===== src/rtl/thring_pkg.sv =====
`timescale 1ns / 1ps
`default_nettype none
package thring_pkg;

  localparam int DEPTH = 64;
  localparam int IDX_W = (DEPTH > 1) ? $clog2(DEPTH) : 1;
  localparam int CNT_W = $clog2(DEPTH + 1);
  localparam int TS_W  = 48;
  localparam int PL_W  = 64;
  localparam int CFG_W = 32;
  localparam int CFG_IDX_W = 1;

  localparam logic ACT_RECORD = 1'b0;
  localparam logic ACT_READ   = 1'b1;

  localparam logic [CFG_IDX_W-1:0] REG_MIN_INTERVAL = 1'b0;
  localparam logic [CFG_IDX_W-1:0] REG_RETENTION    = 1'b1;

  localparam logic [CFG_W-1:0] MIN_INTERVAL_RST = 32'd1000;
  localparam logic [CFG_W-1:0] RETENTION_RST    = 32'd3600000;

  typedef enum logic [2:0] {
    ST_IDLE,
    ST_DECIDE,
    ST_CHECK,
    ST_EVICT,
    ST_WRITE,
    ST_STREAM
  } state_t;

  typedef enum logic [1:0] {
    RD_NEWEST,
    RD_OLDEST,
    RD_NEXT_OLDEST,
    RD_STREAM_NEXT
  } rd_sel_t;

  typedef enum logic [2:0] {
    EMIT_NONE,
    EMIT_REJECT,
    EMIT_ACCEPT,
    EMIT_EMPTY,
    EMIT_ENTRY
  } emit_t;

  typedef struct packed {
    logic    latch;
    logic    rd_en;
    rd_sel_t rd_sel;
    logic    pop;
    logic    write;
    logic    stream_clr;
    logic    stream_inc;
    emit_t   emit;
  } cmd_t;

  typedef struct packed {
    logic is_read;
    logic ts_zero;
    logic count_zero;
    logic newest_ok;
    logic evict_hit;
    logic stream_last;
  } stat_t;

  // Ring position base + offset, wrapped at DEPTH; offset never exceeds DEPTH.
  function automatic logic [IDX_W-1:0] ring_pos(input logic [IDX_W-1:0] base,
                                                input logic [CNT_W-1:0] offset);
    logic [CNT_W:0] sum;
    sum = {{(CNT_W + 1 - IDX_W){1'b0}}, base} + {1'b0, offset};
    if (sum >= (CNT_W + 1)'(DEPTH)) begin
      sum = sum - (CNT_W + 1)'(DEPTH);
    end
    return sum[IDX_W-1:0];
  endfunction

endpackage
`default_nettype wire


===== src/rtl/thring_ctrl.sv =====
`timescale 1ns / 1ps
`default_nettype none
module thring_ctrl import thring_pkg::*; (
  input  wire logic  clk,
  input  wire logic  rst,
  input  wire logic  start,
  input  wire stat_t stat,
  output cmd_t       cmd,
  output logic       busy
);

  state_t state;
  state_t state_next;

  always_ff @(posedge clk) begin
    if (rst) begin
      state <= ST_IDLE;
    end else begin
      state <= state_next;
    end
  end

  always_comb begin
    state_next     = state;
    cmd.latch      = 1'b0;
    cmd.rd_en      = 1'b0;
    cmd.rd_sel     = RD_OLDEST;
    cmd.pop        = 1'b0;
    cmd.write      = 1'b0;
    cmd.stream_clr = 1'b0;
    cmd.stream_inc = 1'b0;
    cmd.emit       = EMIT_NONE;
    busy           = (state != ST_IDLE);

    unique case (state)
      ST_IDLE: begin
        if (start) begin
          cmd.latch  = 1'b1;
          state_next = ST_DECIDE;
        end
      end
      ST_DECIDE: begin
        if (stat.is_read) begin
          if (stat.count_zero) begin
            cmd.emit   = EMIT_EMPTY;
            state_next = ST_IDLE;
          end else begin
            cmd.rd_en      = 1'b1;
            cmd.rd_sel     = RD_OLDEST;
            cmd.stream_clr = 1'b1;
            state_next     = ST_STREAM;
          end
        end else if (stat.ts_zero) begin
          cmd.emit   = EMIT_REJECT;
          state_next = ST_IDLE;
        end else if (stat.count_zero) begin
          state_next = ST_WRITE;
        end else begin
          cmd.rd_en  = 1'b1;
          cmd.rd_sel = RD_NEWEST;
          state_next = ST_CHECK;
        end
      end
      ST_CHECK: begin
        if (!stat.newest_ok) begin
          cmd.emit   = EMIT_REJECT;
          state_next = ST_IDLE;
        end else begin
          cmd.rd_en  = 1'b1;
          cmd.rd_sel = RD_OLDEST;
          state_next = ST_EVICT;
        end
      end
      ST_EVICT: begin
        if (stat.evict_hit) begin
          cmd.pop    = 1'b1;
          cmd.rd_en  = 1'b1;
          cmd.rd_sel = RD_NEXT_OLDEST;
        end else begin
          state_next = ST_WRITE;
        end
      end
      ST_WRITE: begin
        cmd.write  = 1'b1;
        cmd.emit   = EMIT_ACCEPT;
        state_next = ST_IDLE;
      end
      ST_STREAM: begin
        cmd.emit = EMIT_ENTRY;
        if (stat.stream_last) begin
          state_next = ST_IDLE;
        end else begin
          cmd.stream_inc = 1'b1;
          cmd.rd_en      = 1'b1;
          cmd.rd_sel     = RD_STREAM_NEXT;
        end
      end
      default: begin
        state_next = ST_IDLE;
      end
    endcase
  end

endmodule
`default_nettype wire


===== config.mk =====
export PLATFORM = sky130hd
export DESIGN_NAME = thring_ctrl
export DESIGN_NICKNAME = d
export VERILOG_FILES = /design/src/rtl/thring_pkg.sv /design/src/rtl/thring_ctrl.sv
export SDC_FILE = /design/constraint.sdc
export NUM_CORES = 1
export LEC_CHECK = 0
export ABC_AREA = 1
export CELL_PAD_IN_SITES_DETAIL_PLACEMENT = 0
export CELL_PAD_IN_SITES_GLOBAL_PLACEMENT = 2
export CORE_AREA = 2 2 39 41
export CTS_BUF_LIST = sky130_fd_sc_hd__clkbuf_4 sky130_fd_sc_hd__clkbuf_8
export CTS_CLUSTER_SIZE = 16
export DETAILED_ROUTE_END_ITERATION = 6
export DIE_AREA = 0 0 41 43
export DONT_BUFFER_PORTS = 1
export PLACE_DENSITY = 0.76
export SYNTH_ARGS = -nofsm -noshare
export SYNTH_HDL_FRONTEND = slang
export SYNTH_SLANG_ARGS = --single-unit

===== constraint.sdc =====
create_clock -name clk -period 1.8 [get_ports clk]
set_clock_uncertainty 0.05 [all_clocks]
set_input_delay 0.18 -clock clk [delete_from_list [all_inputs] [get_ports clk]]
set_output_delay 0.18 -clock clk [all_outputs]
set_load 0.01 [all_outputs]

==> reports/results.ini <==
[logic_synthesis]
synth_top_area_share_pct=18.4
synth_cell_types=17
yosysSeqAreaShare_pct=18.4
syn_area_um2=327
yosys_warnings=0
yosysMostFrequentCell=inv_1
postSynthAreaPerCell_um2=5.83
syn_nets=65
postSynthCellCount=56
synth_area_leaders=dfxtp_1 (18%), inv_1 (13%), nor2_1 (11%), nand2_1 (10%), nand4_2 (7.7%)
synth_area_leader_cell=dfxtp_1
ys_ff_latch=3
synthFlopType=dfxtp_1
synth_edf_count=0
async_flop_share_pct=0
synth_common_cells=inv_1 (11), nor2_1 (10), nand2_1 (9)

[hold_path]
hp-class=in2reg

[worst_setup_path]
cp.required_ns=1.57
setup.worst_path.class=reg2out
startpoint_type=flop
slowest_stage=dfxtp_1
path_cells=nand2_2, nor2_4, inv_1, o22ai_1
worst_setup_path_end_kind=output port
crit_path_max_incr_delay_ns=0.46
crit_fanout=6
cp.arrival_ns=1.27

[clock_tree]
clk_latency_ns=0.24
ctsHoldBuffers=1
numCtsBuffers=3
root_buffer=clkbuf_4
cts_buffer_depth=2
cts_setup_buffers=0
cts_sinks=3
htree_levels=1
cts_tree=built
clk_pin_slew_ns=0.04
cts_resized=0

[detailed_routing]
vias=369
detail-route-antenna-nets=0
drtIter0Drc=10
viasPerCell=4.79
drc_errors=0
wire_per_inst_um=11.4
drt-pass1-iter-count=4
postRouteWirelength_um=881

[floorplan]
fp-row-count=14
start_util_pct=23.6
dieWidth_um=41
io_pins=21
die_area_um2=1760
core_area_um2=1380
die_y_um=43

[global_routing]
grt_usage_pct=11.7
top_usage_layer=met2
grt_pass1_vias=365
antenna_found_initial=0
grt_max_degree=10
grt_overflow=0
gr-usage-met1_pct=11.2
grt.met2_usage_pct=20.6
grt_util_met3_pct=2.09
grt_pass1_wl_um=1390

[timing]
tightestPinTransition_ns=0.298
holdWs_ns=0.0427
relSlewSlack_pct=80.4
hold_viol_final=0
fmax_mhz=665
finalSetupTns_ns=0
setup_viol=0
period_minus_slack_ns=1.50
maxSlewViolCount=0
rsz0062_at_grt=false
min_period_over_period_pct=83.6

[placement]
io_buffers=0
place_inst=72
dpl_cell_area_um2=347
dpl.hpwl_um=738
routabilityCongestion=0.692

[power_and_ir_drop]
vdd_drop_max_v=0.000196
clkPwrFrac_pct=47.0
powerDensity_nw_per_um2=749
p_sw_share_pct=32.9
power_leakage_nw=0.238
p_total_uw=290
power_frac_seq_pct=27.4
p_int_uw=194
p_sw_uw=95.2
combPwrFrac_pct=25.6

[status]
status=completed

[final_layout]
largest_reg_flops=3
area_growth_pct=18.4
n_antenna_cell=0
top_regs=state: 3 flops
layout-drive-gt1-share_pct=26.2
finalNonFillerCells=77
regMostFlops=state
nNetsFinal=71
design_area_um2=387

[flow_run]
maxCapViolCount=0

[cell usage in the layout (no fill, tap or decap)]
| cell type | netlist | layout |
|---|---|---|
| dfxtp_1 | 3 | 3 |
| dlygate4sd3_1 | 0 | 1 |
| nand4_1 | 1 | 1 |
| o22ai_1 | 2 | 2 |
| nor3_1 | 1 | 1 |
| nand2_2 | 3 | 3 |
| clkbuf_4 | 0 | 4 |
| nand2_1 | 9 | 9 |
| a21oi_2 | 1 | 1 |
| inv_2 | 3 | 3 |
| a21oi_1 | 2 | 2 |
| nand4_2 | 2 | 2 |
| nor2_1 | 10 | 10 |
| nand3_1 | 4 | 4 |
| nor2_2 | 1 | 1 |
| inv_1 | 11 | 11 |
| a31o_1 | 1 | 1 |
| nor2_4 | 1 | 1 |
| nand3_2 | 1 | 1 |
[per-stage QoR]
stage                     util [%]  setup slack [ns]
after global placement        25.0             0.524
after floorplan                  -             0.660
after CTS                     27.9             0.275
final                         27.9             0.296
after detailed placement      25.0             0.521
after global routing          27.9             0.222
[path summary, 6_finish.rpt]
check	startpoint	endpoint	slack (ns)	cells past startpoint
hold reg to reg	state[2]	state[2]	0.55	2
setup / recovery	state[0]	cmd[0]	0.30	4
setup reg to reg	state[0]	state[0]	0.63	6
hold / removal	rst	state[1]	0.04	2
[cell type report]
class	count	area, um2
Clock buffer	4	30.0
Tap cell	16	20.0
Sequential cell	3	60.1
Multi-Input combinational cell	39	214
Inverter	14	52.6
Timing Repair Buffer	1	10.0
Fill cell	164	997
[kinds of logic after synthesis]
kind of cell           count (synthesis)  share of synthesized area, %
AND/OR/NAND/NOR                       33                          53.3
AO/OA/AOI/OAI                          6                          12.3
buffers and inverters                 14                          16.1
flip-flops                             3                          18.4
[power groups by stage]
stage               Clock, mW  Combinational [mW]  Sequential (mW)
floorplan                   0              0.0625           0.0791
detailed placement          0              0.0738           0.0805
CTS                     0.136              0.0762           0.0794
global placement            0              0.0739           0.0808
global route            0.140              0.0854           0.0798
finish                  0.136              0.0742           0.0793
[worst max-delay path, delay by kind of cell, from the launching register on]
| kind | cells | cell delay [ns] |
|---|---|---|
| buffers and inverters | 1 | 0.07 |
| DFF | 1 | 0.46 |
| AOI/OAI and AO/OA | 1 | 0.24 |
| and+or+nand+nor | 2 | 0.27 |
[metal layers]
layer	vias up	routed length, um	part of all wire [%]
met5	-	0	0
met4	0	14	1.6
met3	2	96	11
met2	17	430	49
met1	163	339	38
li1	187	-	-
(Power assumes the default switching activity.)
